$ cat config.mk
export PLATFORM = sky130hd
export DESIGN_NAME = text_console_cell_renderer_core
export DESIGN_NICKNAME = d
export VERILOG_FILES = /design/src/rtl/tccr_pkg.sv /design/src/rtl/tccr_front.sv /design/src/rtl/tccr_cmd_fifo.sv /design/src/rtl/tccr_back.sv /design/src/rtl/text_console_cell_renderer_core.sv
export SDC_FILE = /design/constraint.sdc
export NUM_CORES = 1
export LEC_CHECK = 0
export BUFFER_PORTS_ARGS = -buffer_cell sky130_fd_sc_hd__clkbuf_2
export CAP_MARGIN = 30
export CORE_MARGIN = 4
export CORE_UTILIZATION = 40
export DETAILED_ROUTE_END_ITERATION = 6
export PLACE_DENSITY_LB_ADDON = 0.05
export SLEW_MARGIN = 40
export SYNTH_ARGS = -nofsm -noshare
export SYNTH_HDL_FRONTEND = slang
export SYNTH_MEMORY_MAX_BITS = 65536
export SYNTH_SLANG_ARGS = --single-unit
$ cat constraint.sdc
create_clock -name aclk -period 12.43 [get_ports aclk]
set_input_delay 2.486 -clock aclk [delete_from_list [all_inputs] [get_ports aclk]]
set_output_delay 2.486 -clock aclk [all_outputs]
set_load 0.01 [all_outputs]
$ cat src/rtl/tccr_pkg.sv
// Shared types, constants and the 5x7 glyph table of the text console cell renderer.
// Used by every module of the block; no dependencies of its own.
package tccr_pkg;

    localparam int LEFT_MARGIN_PX = 12;
    localparam int TOP_MARGIN_PX  = 56;
    localparam int CELL_W         = 8;
    localparam int CELL_H         = 10;
    localparam int GLYPH_ROWS     = 7;
    localparam int GLYPH_COLS     = 5;
    localparam int MAX_LINES      = 10;
    localparam int NUM_LINES      = (CELL_H < MAX_LINES) ? CELL_H : MAX_LINES;

    localparam int FIFO_DEPTH     = 2;
    localparam int FIFO_PTR_W     = $clog2(FIFO_DEPTH);
    localparam int FIFO_CNT_W     = $clog2(FIFO_DEPTH + 1);

    localparam int CFG_IDX_W      = 2;
    localparam int CFG_DATA_W     = 8;
    localparam int S_TDATA_W      = 8;
    localparam int M_TDATA_W      = 56;

    localparam logic [CFG_IDX_W-1:0] CFG_CONSOLE_ENABLE = 2'd0;
    localparam logic [CFG_IDX_W-1:0] CFG_COLUMN_COUNT   = 2'd1;
    localparam logic [CFG_IDX_W-1:0] CFG_ROW_COUNT      = 2'd2;

    localparam logic [7:0] CHAR_CR = 8'd13;
    localparam logic [7:0] CHAR_LF = 8'd10;

    localparam logic MODE_WRITE = 1'b0;
    localparam logic MODE_CLEAR = 1'b1;

    localparam logic [1:0] KIND_DRAW   = 2'd0;
    localparam logic [1:0] KIND_SCROLL = 2'd1;
    localparam logic [1:0] KIND_CLEAR  = 2'd2;

    typedef logic [GLYPH_ROWS-1:0][GLYPH_COLS-1:0] glyph_t;

    typedef struct packed {
        logic       enable;
        logic [7:0] column_count;
        logic [7:0] row_count;
    } cfg_t;

    // One queued console operation; clear excludes scroll and draw.
    typedef struct packed {
        logic       clear;
        logic       scroll;
        logic       draw;
        logic [7:0] col;
        logic [7:0] row;
        logic [7:0] code;
    } cmd_t;

    typedef struct packed {
        logic [1:0]  kind;
        logic [7:0]  cell_col;
        logic [7:0]  cell_row;
        logic [11:0] pixel_x;
        logic [11:0] pixel_y;
        logic [3:0]  line_index;
        logic [4:0]  row_bits;
        logic        last;
    } result_t;

    function automatic glyph_t pk(input logic [4:0] r0, input logic [4:0] r1,
                                  input logic [4:0] r2, input logic [4:0] r3,
                                  input logic [4:0] r4, input logic [4:0] r5,
                                  input logic [4:0] r6);
        glyph_t g;
        g[0] = r0; g[1] = r1; g[2] = r2; g[3] = r3;
        g[4] = r4; g[5] = r5; g[6] = r6;
        return g;
    endfunction

    // Bytes without a glyph draw as a space (all rows blank).
    function automatic glyph_t glyph_lookup(input logic [7:0] code);
        glyph_t g;
        case (code)
            8'h2D: g = pk(5'h00, 5'h00, 5'h00, 5'h0E, 5'h00, 5'h00, 5'h00);
            8'h2E: g = pk(5'h00, 5'h00, 5'h00, 5'h00, 5'h00, 5'h0C, 5'h0C);
            8'h3A: g = pk(5'h00, 5'h0C, 5'h0C, 5'h00, 5'h0C, 5'h0C, 5'h00);
            8'h2F: g = pk(5'h02, 5'h02, 5'h04, 5'h04, 5'h08, 5'h08, 5'h10);
            8'h3D: g = pk(5'h00, 5'h1E, 5'h00, 5'h1E, 5'h00, 5'h00, 5'h00);
            8'h5F: g = pk(5'h00, 5'h00, 5'h00, 5'h00, 5'h00, 5'h00, 5'h1F);
            8'h30: g = pk(5'h0E, 5'h11, 5'h13, 5'h15, 5'h19, 5'h11, 5'h0E);
            8'h31: g = pk(5'h04, 5'h0C, 5'h04, 5'h04, 5'h04, 5'h04, 5'h0E);
            8'h32: g = pk(5'h0E, 5'h11, 5'h01, 5'h02, 5'h04, 5'h08, 5'h1F);
            8'h33: g = pk(5'h1E, 5'h01, 5'h01, 5'h0E, 5'h01, 5'h01, 5'h1E);
            8'h34: g = pk(5'h02, 5'h06, 5'h0A, 5'h12, 5'h1F, 5'h02, 5'h02);
            8'h35: g = pk(5'h1F, 5'h10, 5'h10, 5'h1E, 5'h01, 5'h01, 5'h1E);
            8'h36: g = pk(5'h06, 5'h08, 5'h10, 5'h1E, 5'h11, 5'h11, 5'h0E);
            8'h37: g = pk(5'h1F, 5'h01, 5'h02, 5'h04, 5'h08, 5'h08, 5'h08);
            8'h38: g = pk(5'h0E, 5'h11, 5'h11, 5'h0E, 5'h11, 5'h11, 5'h0E);
            8'h39: g = pk(5'h0E, 5'h11, 5'h11, 5'h0F, 5'h01, 5'h02, 5'h1C);
            8'h41: g = pk(5'h0E, 5'h11, 5'h11, 5'h1F, 5'h11, 5'h11, 5'h11);
            8'h42: g = pk(5'h1E, 5'h11, 5'h11, 5'h1E, 5'h11, 5'h11, 5'h1E);
            8'h43: g = pk(5'h0E, 5'h11, 5'h10, 5'h10, 5'h10, 5'h11, 5'h0E);
            8'h44: g = pk(5'h1C, 5'h12, 5'h11, 5'h11, 5'h11, 5'h12, 5'h1C);
            8'h45: g = pk(5'h1F, 5'h10, 5'h10, 5'h1E, 5'h10, 5'h10, 5'h1F);
            8'h46: g = pk(5'h1F, 5'h10, 5'h10, 5'h1E, 5'h10, 5'h10, 5'h10);
            8'h47: g = pk(5'h0E, 5'h11, 5'h10, 5'h17, 5'h11, 5'h11, 5'h0E);
            8'h48: g = pk(5'h11, 5'h11, 5'h11, 5'h1F, 5'h11, 5'h11, 5'h11);
            8'h49: g = pk(5'h0E, 5'h04, 5'h04, 5'h04, 5'h04, 5'h04, 5'h0E);
            8'h4B: g = pk(5'h11, 5'h12, 5'h14, 5'h18, 5'h14, 5'h12, 5'h11);
            8'h4C: g = pk(5'h10, 5'h10, 5'h10, 5'h10, 5'h10, 5'h10, 5'h1F);
            8'h4D: g = pk(5'h11, 5'h1B, 5'h15, 5'h15, 5'h11, 5'h11, 5'h11);
            8'h4E: g = pk(5'h11, 5'h19, 5'h15, 5'h13, 5'h11, 5'h11, 5'h11);
            8'h4F: g = pk(5'h0E, 5'h11, 5'h11, 5'h11, 5'h11, 5'h11, 5'h0E);
            8'h50: g = pk(5'h1E, 5'h11, 5'h11, 5'h1E, 5'h10, 5'h10, 5'h10);
            8'h52: g = pk(5'h1E, 5'h11, 5'h11, 5'h1E, 5'h14, 5'h12, 5'h11);
            8'h53: g = pk(5'h0F, 5'h10, 5'h10, 5'h0E, 5'h01, 5'h01, 5'h1E);
            8'h54: g = pk(5'h1F, 5'h04, 5'h04, 5'h04, 5'h04, 5'h04, 5'h04);
            8'h55: g = pk(5'h11, 5'h11, 5'h11, 5'h11, 5'h11, 5'h11, 5'h0E);
            8'h56: g = pk(5'h11, 5'h11, 5'h11, 5'h11, 5'h11, 5'h0A, 5'h04);
            8'h57: g = pk(5'h11, 5'h11, 5'h11, 5'h15, 5'h15, 5'h15, 5'h0A);
            8'h58: g = pk(5'h11, 5'h11, 5'h0A, 5'h04, 5'h0A, 5'h11, 5'h11);
            8'h59: g = pk(5'h11, 5'h11, 5'h0A, 5'h04, 5'h04, 5'h04, 5'h04);
            8'h61: g = pk(5'h00, 5'h00, 5'h0E, 5'h01, 5'h0F, 5'h11, 5'h0F);
            8'h62: g = pk(5'h10, 5'h10, 5'h16, 5'h19, 5'h11, 5'h19, 5'h16);
            8'h63: g = pk(5'h00, 5'h00, 5'h0E, 5'h10, 5'h10, 5'h10, 5'h0E);
            8'h64: g = pk(5'h01, 5'h01, 5'h0D, 5'h13, 5'h11, 5'h13, 5'h0D);
            8'h65: g = pk(5'h00, 5'h00, 5'h0E, 5'h11, 5'h1F, 5'h10, 5'h0E);
            8'h66: g = pk(5'h06, 5'h08, 5'h08, 5'h1E, 5'h08, 5'h08, 5'h08);
            8'h67: g = pk(5'h00, 5'h00, 5'h0D, 5'h13, 5'h13, 5'h0D, 5'h01);
            8'h68: g = pk(5'h10, 5'h10, 5'h16, 5'h19, 5'h11, 5'h11, 5'h11);
            8'h69: g = pk(5'h04, 5'h00, 5'h0C, 5'h04, 5'h04, 5'h04, 5'h0E);
            8'h6B: g = pk(5'h10, 5'h12, 5'h14, 5'h18, 5'h14, 5'h12, 5'h11);
            8'h6C: g = pk(5'h0C, 5'h04, 5'h04, 5'h04, 5'h04, 5'h04, 5'h0E);
            8'h6D: g = pk(5'h00, 5'h00, 5'h1A, 5'h15, 5'h15, 5'h15, 5'h15);
            8'h6E: g = pk(5'h00, 5'h00, 5'h16, 5'h19, 5'h11, 5'h11, 5'h11);
            8'h6F: g = pk(5'h00, 5'h00, 5'h0E, 5'h11, 5'h11, 5'h11, 5'h0E);
            8'h70: g = pk(5'h00, 5'h00, 5'h16, 5'h19, 5'h19, 5'h16, 5'h10);
            8'h72: g = pk(5'h00, 5'h00, 5'h16, 5'h19, 5'h10, 5'h10, 5'h10);
            8'h73: g = pk(5'h00, 5'h00, 5'h0F, 5'h10, 5'h0E, 5'h01, 5'h1E);
            8'h74: g = pk(5'h08, 5'h08, 5'h1E, 5'h08, 5'h08, 5'h08, 5'h06);
            8'h75: g = pk(5'h00, 5'h00, 5'h11, 5'h11, 5'h11, 5'h13, 5'h0D);
            8'h76: g = pk(5'h00, 5'h00, 5'h11, 5'h11, 5'h11, 5'h0A, 5'h04);
            8'h77: g = pk(5'h00, 5'h00, 5'h11, 5'h11, 5'h15, 5'h15, 5'h0A);
            8'h78: g = pk(5'h00, 5'h00, 5'h11, 5'h0A, 5'h04, 5'h0A, 5'h11);
            8'h79: g = pk(5'h00, 5'h00, 5'h11, 5'h13, 5'h0D, 5'h01, 5'h0E);
            default: g = '0;
        endcase
        return g;
    endfunction

endpackage

$ cat src/rtl/tccr_front.sv
// Front end of the text console cell renderer: accepts commands, tracks the cursor
// and pushes one queued operation per command that yields results. Depends on tccr_pkg.
module tccr_front (
    input  logic                 aclk,
    input  logic                 aresetn,
    input  tccr_pkg::cfg_t       cfg,
    input  logic                 s_tvalid,
    output logic                 s_tready,
    input  logic [7:0]           s_tdata,     // char_code[7:0]
    input  logic                 s_tuser,     // mode
    input  logic                 q_full,
    output logic                 q_push,
    output tccr_pkg::cmd_t       q_cmd
);
    import tccr_pkg::*;

    logic [7:0] col_reg, col_next;
    logic [7:0] line_reg, line_next;
    logic       accept;
    logic       at_last_row;
    logic [7:0] draw_col;
    logic [7:0] draw_line;
    logic       wrap_scroll;

    assign s_tready = !q_full;
    assign accept   = s_tvalid && s_tready;

    assign at_last_row = ({1'b0, line_reg} + 9'd1) >= {1'b0, cfg.row_count};

    // Wrap first when the column is full; the wrap may scroll instead of stepping.
    always_comb begin
        draw_col    = col_reg;
        draw_line   = line_reg;
        wrap_scroll = 1'b0;
        if (col_reg >= cfg.column_count) begin
            draw_col = '0;
            if (at_last_row) begin
                wrap_scroll = 1'b1;
            end else begin
                draw_line = line_reg + 8'd1;
            end
        end
    end

    always_comb begin
        col_next  = col_reg;
        line_next = line_reg;
        q_push    = 1'b0;
        q_cmd     = '0;
        q_cmd.col  = draw_col;
        q_cmd.row  = draw_line;
        q_cmd.code = s_tdata;
        if (accept && cfg.enable) begin
            if (s_tuser == MODE_CLEAR) begin
                col_next    = '0;
                line_next   = '0;
                q_push      = 1'b1;
                q_cmd.clear = 1'b1;
            end else if (s_tdata == CHAR_CR) begin
                col_next = col_reg;
            end else if (s_tdata == CHAR_LF) begin
                col_next = '0;
                if (at_last_row) begin
                    q_push       = 1'b1;
                    q_cmd.scroll = 1'b1;
                end else begin
                    line_next = line_reg + 8'd1;
                end
            end else begin
                q_push       = 1'b1;
                q_cmd.draw   = 1'b1;
                q_cmd.scroll = wrap_scroll;
                col_next     = draw_col + 8'd1;
                line_next    = draw_line;
            end
        end
    end

    always_ff @(posedge aclk) begin
        if (!aresetn) begin
            col_reg  <= '0;
            line_reg <= '0;
        end else begin
            col_reg  <= col_next;
            line_reg <= line_next;
        end
    end

endmodule

$ cat src/rtl/tccr_cmd_fifo.sv
// Short operation queue between the front and back ends of the console renderer.
// Depends on tccr_pkg for the operation type and depth.
module tccr_cmd_fifo (
    input  logic             aclk,
    input  logic             aresetn,
    input  logic             push,
    input  tccr_pkg::cmd_t   push_cmd,
    output logic             full,
    input  logic             pop,
    output logic             head_valid,
    output tccr_pkg::cmd_t   head_cmd
);
    import tccr_pkg::*;

    cmd_t                  entry_reg [FIFO_DEPTH];
    logic [FIFO_PTR_W-1:0] wr_ptr_reg, wr_ptr_next;
    logic [FIFO_PTR_W-1:0] rd_ptr_reg, rd_ptr_next;
    logic [FIFO_CNT_W-1:0] count_reg, count_next;
    logic                  do_push;
    logic                  do_pop;

    assign full       = (count_reg == FIFO_CNT_W'(FIFO_DEPTH));
    assign head_valid = (count_reg != '0);
    assign head_cmd   = entry_reg[rd_ptr_reg];
    assign do_push    = push && !full;
    assign do_pop     = pop && head_valid;

    always_comb begin
        wr_ptr_next = wr_ptr_reg;
        rd_ptr_next = rd_ptr_reg;
        count_next  = count_reg;
        if (do_push) begin
            wr_ptr_next = (wr_ptr_reg == FIFO_PTR_W'(FIFO_DEPTH - 1)) ? '0
                        : wr_ptr_reg + FIFO_PTR_W'(1);
        end
        if (do_pop) begin
            rd_ptr_next = (rd_ptr_reg == FIFO_PTR_W'(FIFO_DEPTH - 1)) ? '0
                        : rd_ptr_reg + FIFO_PTR_W'(1);
        end
        case ({do_push, do_pop})
            2'b10:   count_next = count_reg + FIFO_CNT_W'(1);
            2'b01:   count_next = count_reg - FIFO_CNT_W'(1);
            default: count_next = count_reg;
        endcase
    end

    always_ff @(posedge aclk) begin
        if (!aresetn) begin
            wr_ptr_reg <= '0;
            rd_ptr_reg <= '0;
            count_reg  <= '0;
        end else begin
            wr_ptr_reg <= wr_ptr_next;
            rd_ptr_reg <= rd_ptr_next;
            count_reg  <= count_next;
        end
    end

    always_ff @(posedge aclk) begin
        if (do_push) begin
            entry_reg[wr_ptr_reg] <= push_cmd;
        end
    end

endmodule

$ cat src/rtl/tccr_back.sv
// Back end of the console renderer: expands each queued operation into result
// transactions, one per cycle while the result channel is not stalled, through an output register. Depends on tccr_pkg.
module tccr_back (
    input  logic                   aclk,
    input  logic                   aresetn,
    input  logic                   q_valid,
    input  tccr_pkg::cmd_t         q_cmd,
    output logic                   q_pop,
    output logic                   m_tvalid,
    input  logic                   m_tready,
    output tccr_pkg::result_t      m_result
);
    import tccr_pkg::*;

    logic        active_reg, active_next;
    logic        scroll_reg, scroll_next;
    logic        draw_reg, draw_next;
    logic        clear_reg, clear_next;
    logic [3:0]  line_reg, line_next;
    logic [7:0]  col_reg, col_next;
    logic [7:0]  row_reg, row_next;
    logic [11:0] px_reg, px_next;
    logic [11:0] py_base_reg, py_base_next;
    glyph_t      glyph_reg, glyph_next;
    logic        out_valid_reg, out_valid_next;
    result_t     out_reg, out_next;
    result_t     res;
    logic        out_free;
    logic        emit;
    logic        done;

    assign out_free = !out_valid_reg || m_tready;
    assign emit     = active_reg && out_free;
    assign done     = emit && res.last;
    // Load the next operation in the cycle the current one issues its last result.
    assign q_pop    = q_valid && (!active_reg || done);

    always_comb begin
        res = '0;
        if (scroll_reg) begin
            res.kind = KIND_SCROLL;
            res.last = !draw_reg;
        end else if (clear_reg) begin
            res.kind = KIND_CLEAR;
            res.last = 1'b1;
        end else begin
            res.kind       = KIND_DRAW;
            res.cell_col   = col_reg;
            res.cell_row   = row_reg;
            res.pixel_x    = px_reg;
            res.pixel_y    = py_base_reg + 12'(line_reg);
            res.line_index = line_reg;
            res.row_bits   = (line_reg < 4'(GLYPH_ROWS)) ? glyph_reg[line_reg[2:0]] : '0;
            res.last       = (line_reg == 4'(NUM_LINES - 1));
        end
    end

    always_comb begin
        active_next  = active_reg;
        scroll_next  = scroll_reg;
        draw_next    = draw_reg;
        clear_next   = clear_reg;
        line_next    = line_reg;
        col_next     = col_reg;
        row_next     = row_reg;
        px_next      = px_reg;
        py_base_next = py_base_reg;
        glyph_next   = glyph_reg;
        if (emit) begin
            if (scroll_reg) begin
                scroll_next = 1'b0;
            end else begin
                line_next = line_reg + 4'd1;
            end
        end
        if (q_pop) begin
            active_next  = 1'b1;
            scroll_next  = q_cmd.scroll;
            draw_next    = q_cmd.draw;
            clear_next   = q_cmd.clear;
            line_next    = '0;
            col_next     = q_cmd.col;
            row_next     = q_cmd.row;
            px_next      = 12'(LEFT_MARGIN_PX) + 12'(q_cmd.col) * 12'(CELL_W);
            py_base_next = 12'(TOP_MARGIN_PX) + 12'(q_cmd.row) * 12'(CELL_H);
            glyph_next   = glyph_lookup(q_cmd.code);
        end else if (done) begin
            active_next = 1'b0;
        end
    end

    always_comb begin
        out_valid_next = out_valid_reg;
        out_next       = out_reg;
        if (emit) begin
            out_valid_next = 1'b1;
            out_next       = res;
        end else if (m_tready) begin
            out_valid_next = 1'b0;
        end
    end

    always_ff @(posedge aclk) begin
        if (!aresetn) begin
            active_reg    <= 1'b0;
            out_valid_reg <= 1'b0;
        end else begin
            active_reg    <= active_next;
            out_valid_reg <= out_valid_next;
        end
    end

    always_ff @(posedge aclk) begin
        scroll_reg  <= scroll_next;
        draw_reg    <= draw_next;
        clear_reg   <= clear_next;
        line_reg    <= line_next;
        col_reg     <= col_next;
        row_reg     <= row_next;
        px_reg      <= px_next;
        py_base_reg <= py_base_next;
        glyph_reg   <= glyph_next;
        out_reg     <= out_next;
    end

    assign m_tvalid = out_valid_reg;
    assign m_result = out_reg;

endmodule

$ cat src/rtl/text_console_cell_renderer_core.sv
// Top level of the text console cell renderer: configuration registers, front end,
// operation queue and back end. Depends on tccr_pkg, tccr_front, tccr_cmd_fifo, tccr_back.
//
//  channel  | direction | payload
//  ---------+-----------+-----------------------------------------------------------
//  s_*      | in        | tuser = mode, tdata = char_code
//  m_*      | out       | tuser = kind, tdata = cell/pixel fields, tlast = last
//  cfg_*    | in        | write-only: console_enable, column_count, row_count
//
// A printable character issues 10 result transactions, 11 when it wraps onto a scroll;
// the back end's output register issues one result per cycle while the result channel
// is not stalled. Clear and scroll issue one; carriage return, a newline that only
// steps the row, and any command while disabled issue none.
// The front end accepts while the two-entry queue has room, also while a result waits.
// Reset is synchronous: cursor home, queue empty, registers at 0 / 1 / 1.
// A stalled result channel holds the output register and backs up into the queue.
module text_console_cell_renderer_core (
    input  logic                               aclk,
    input  logic                               aresetn,
    input  logic                               s_tvalid,
    output logic                               s_tready,
    input  logic [tccr_pkg::S_TDATA_W-1:0]     s_tdata,   // char_code[7:0]
    input  logic                               s_tuser,   // mode
    output logic                               m_tvalid,
    input  logic                               m_tready,
    // cell_col[7:0], cell_row[15:8], pixel_x[27:16], pixel_y[39:28],
    // line_index[43:40], row_bits[48:44], zero[55:49]
    output logic [tccr_pkg::M_TDATA_W-1:0]     m_tdata,
    output logic [1:0]                         m_tuser,   // kind
    output logic                               m_tlast,
    input  logic                               cfg_wr_en,
    input  logic [tccr_pkg::CFG_IDX_W-1:0]     cfg_index,
    input  logic [tccr_pkg::CFG_DATA_W-1:0]    cfg_wdata
);
    import tccr_pkg::*;

    cfg_t    cfg_reg;
    logic    q_full;
    logic    q_push;
    cmd_t    q_push_cmd;
    logic    q_pop;
    logic    q_valid;
    cmd_t    q_head;
    result_t result;

    always_ff @(posedge aclk) begin
        if (!aresetn) begin
            cfg_reg.enable       <= 1'b0;
            cfg_reg.column_count <= 8'd1;
            cfg_reg.row_count    <= 8'd1;
        end else if (cfg_wr_en) begin
            case (cfg_index)
                CFG_CONSOLE_ENABLE: cfg_reg.enable       <= cfg_wdata[0];
                CFG_COLUMN_COUNT:   cfg_reg.column_count <= cfg_wdata;
                CFG_ROW_COUNT:      cfg_reg.row_count    <= cfg_wdata;
                default:            cfg_reg              <= cfg_reg;
            endcase
        end
    end

    tccr_front u_front (
        .aclk     (aclk),
        .aresetn  (aresetn),
        .cfg      (cfg_reg),
        .s_tvalid (s_tvalid),
        .s_tready (s_tready),
        .s_tdata  (s_tdata),
        .s_tuser  (s_tuser),
        .q_full   (q_full),
        .q_push   (q_push),
        .q_cmd    (q_push_cmd)
    );

    tccr_cmd_fifo u_fifo (
        .aclk       (aclk),
        .aresetn    (aresetn),
        .push       (q_push),
        .push_cmd   (q_push_cmd),
        .full       (q_full),
        .pop        (q_pop),
        .head_valid (q_valid),
        .head_cmd   (q_head)
    );

    tccr_back u_back (
        .aclk     (aclk),
        .aresetn  (aresetn),
        .q_valid  (q_valid),
        .q_cmd    (q_head),
        .q_pop    (q_pop),
        .m_tvalid (m_tvalid),
        .m_tready (m_tready),
        .m_result (result)
    );

    assign m_tuser = result.kind;
    assign m_tlast = result.last;
    assign m_tdata = {7'd0, result.row_bits, result.line_index, result.pixel_y,
                      result.pixel_x, result.cell_row, result.cell_col};

endmodule

==> summary.txt <==
STA
  – Tmin final: 4.369 ns
  – Worst-Margin Slew: 0.9147 ns
  – RSZ-0062 raised after global routing: no
  – Endpoints failing setup: 0
  – Fin crit share: 35.15%
  – Hold_ws: 0.4967 ns
  – Clock skew: 0.01130 ns
  – Setup TNS: 0 ns
  – F_max: 0.2289 GHz
  – Final Hold Viols: 0
  – Final Max Slew Viols: 0
  – Worst slew margin: 39.02%

Place
  – PortBufs: 75
  – Placement Cell Area: 13400 um^2
  – Final HPWL DP: 25.49 mm
  – Placed instance count: 1647
  – RePlAce Congestion: 1.012

Power
  – Leak: 0.005190 uW
  – Pwr Density: 205.1 nW/um^2
  – Total chip power: 2915 uW
  – Maximum vdd drop: 0.0001089 V

CTS
  – Total CTS buffers: 25
  – Clock Tree Buf Depth: 3
  – TritonCTS clock tree: yes
  – Post-CTS Setup Repair Bufs: 0
  – Clock latency on the worst-skew pair: 0.52 ns
  – # clock sinks: 219
  – CTS Root Cell: clkbuf_16
  – H-tree depth: 1
  – Hold_buf cts: 0
  – # resized after CTS: 0
  – Clock transition at path regs: 0.06 ns

Logic synthesis
  – EDFF count, synth: 175
  – Fraction of registers with async set/reset: 0%
  – Synthesized flop and latch total: 219
  – Syn. warnings: 0
  – Top cell type's share of synthesized area: 41.08%
  – Main synth FF type: edfxtp_1
  – Syn Inst Count: 1228
  – Synth area leader: edfxtp_1
  – Post-synthesis sequential area ratio: 47.97%
  – Yosys cell types: 90
  – Avg Inst Size Synth: 10.42 um^2
  – Top cells by area, synth: edfxtp_1 (41%), dfxtp_1 (6.9%), ha_1 (5.0%), a21oi_1 (3.2%), nor2_1 (3.2%)
  – Syn Std Cell Area: 12790 um^2

Worst setup path
  – Crit path capture type: flop
  – R2R Path End: u_back.glyph_reg[18]
  – Critical Path RT: 12.87 ns
  – Worst-path cell chain: clkbuf_2 -> nor4_2 -> nand3_1 -> o21ai_2 -> o21bai_1 -> ha_1 -> or3_1 -> a21oi_1
  – Crit-path max cell delay: 0.44 ns
  – Crit-path slowest cell: nor4_2
  – Flop-to-flop setup slack: 8.31 ns
  – Reg2Reg Depth: 8
  – Crit-path max FO: 9
  – Crit Path Category: in -> reg
  – CP Data Arrival Time: 4.81 ns
  – CP startpoint kind: input pin

Global routing
  – GRT Util Overall: 20.12%
  – GR Util met3: 5.618%
  – Initial antenna violation count: 0
  – First-pass GRT wire length: 56.41 mm
  – Remaining Overflow, GRT: 0
  – Met1 Use GR: 30.83%
  – Number of global-route vias before repair: 9367
  – Largest net degree at the start of global routing: 79
  – Most used routing layer in global routing: met1
  – Global Route met2 Usage: 27.96%

Floorplanning
  – Die Area: 34900 um^2
  – Ports: 85
  – Die Wd: 186.8 um
  – Initial core utilization: 40.54%
  – Die H: 186.8 um
  – Standard-cell row count: 65
  – Core area: 31560 um^2

Min path
  – Worst Hold Depth: 2
  – Worst Hold Class: reg -> reg
  – Worst hold path startpoint: cfg_reg[10]
  – Hold EP: cfg_reg[10]

Cells and area
  – Largest register FFs: 54
  – Commonest non-fill, non-tap cells in the layout: edfxtp_1 (175), nor2_1 (107), nand2_1 (89)
  – Non-Filler Instances: 1693
  – Final instance area: 14210 um^2
  – Layout cells sized above 1: 14.64%
  – # fillers: 3011
  – Register area: 6140 um^2
  – Most common cell after layout, fill and taps aside: edfxtp_1
  – Area growth syn-to-layout: 11.11%
  – ANT cells: 0
  – Area of the multi-input gates: 6043 um^2
  – Layout Nets: 1352

Flow run
  – MaxCap Viol Count: 0

Detailed routing
  – First-pass detailed-route iteration total: 7
  – Drt total wl: 36.58 mm
  – Remaining antenna violation count: 0
  – Initial DRC Count: 984
  – WL/cell: 21.60 um
  – DRC: 1
  – Drt via density: 5.833
  – Total number of vias: 9876

Outcome
  – Failing checks: DRC
  – Outcome: finished, violations left
==> final cells by class <==
| type | instances | share of cell area, % |
|---|---|---|
| clock buffer | 36 | 4.974 |
| multi-input combinational | 880 | 42.52 |
| tap | 402 | 3.539 |
| sequential | 219 | 43.20 |
| timing repair buffer | 92 | 3.565 |
| clock inverter | 10 | 0.7571 |
| inverter | 54 | 1.444 |
==> synth_stat cells, drive strengths merged, types with 14 or more instances <==
| master | number |
|---|---|
| ha | 51 |
| a31oi | 25 |
| nand3 | 35 |
| dfxtp | 44 |
| buf | 46 |
| a21o | 15 |
| nand2 | 91 |
| o21ai | 72 |
| nor3 | 19 |
| mux2 | 19 |
| nor2 | 109 |
| xnor2 | 26 |
| o22ai | 14 |
| a21oi | 84 |
| clkbuf | 37 |
| and2 | 40 |
| and3 | 16 |
| xor2 | 14 |
| mux2i | 39 |
| o211ai | 23 |
| inv | 54 |
| a211oi | 16 |
| edfxtp | 175 |
| nor2b | 15 |
==> logic make-up (layout without fill, tap and decap cells) <==
kind of cell	Yosys count	in the layout	synth area share, %
XOR/XNOR	40	40	2.739
AO/OA/AOI/OAI	337	337	17.81
flip-flops	219	219	47.97
other	1	9	0.02932
adder cells (fa/ha/maj)	56	56	5.771
buffers and inverters	137	192	5.116
AND/OR/NAND/NOR	375	375	14.41
multiplexers	63	63	6.153
==> metrics by stage <==
stage                     util (%)  setup WS, ns
final                        45.04         8.061
after global routing         45.04         7.850
after CTS                    45.04         8.084
after detailed placement     42.45         7.540
after global placement       42.43         7.623
after floorplan                  -         6.293
==> report_power, final <==
part / switching, uW / internal, uW
clock network: 282 / 437
registers: 76.0 / 1020
logic: 729 / 372
total: 1090 / 1830
==> worst max-delay path by stage <==
stage | to | slack (ns) | start
detailed placement | u_fifo.count_reg[1] | 7.54 | s_tdata[5]
finish | u_fifo.count_reg[1] | 8.06 | s_tdata[5]
global placement | u_fifo.count_reg[1] | 7.62 | s_tdata[5]
global route | u_fifo.count_reg[1] | 7.85 | s_tdata[5]
CTS | u_fifo.count_reg[1] | 8.08 | s_tdata[5]
floorplan | u_fifo.count_reg[1] | 6.29 | m_tready
==> layer usage <==
metal	vias up	wire length, um	share of wire, %
li1	4650	-	-
met1	4654	17390	48
met2	479	14640	40
met3	93	3560	9.7
met4	0	989	2.7
met5	-	0	0
==> critical path, delay by kind of cell <==
family	cells	cell delay [ns]
and+or+nand+nor	3	0.99
AOI/OAI and AO/OA	3	0.84
adders and majority gates	1	0.38
buffers and inverters	1	0.11
Power figures use the tool's default switching activity.
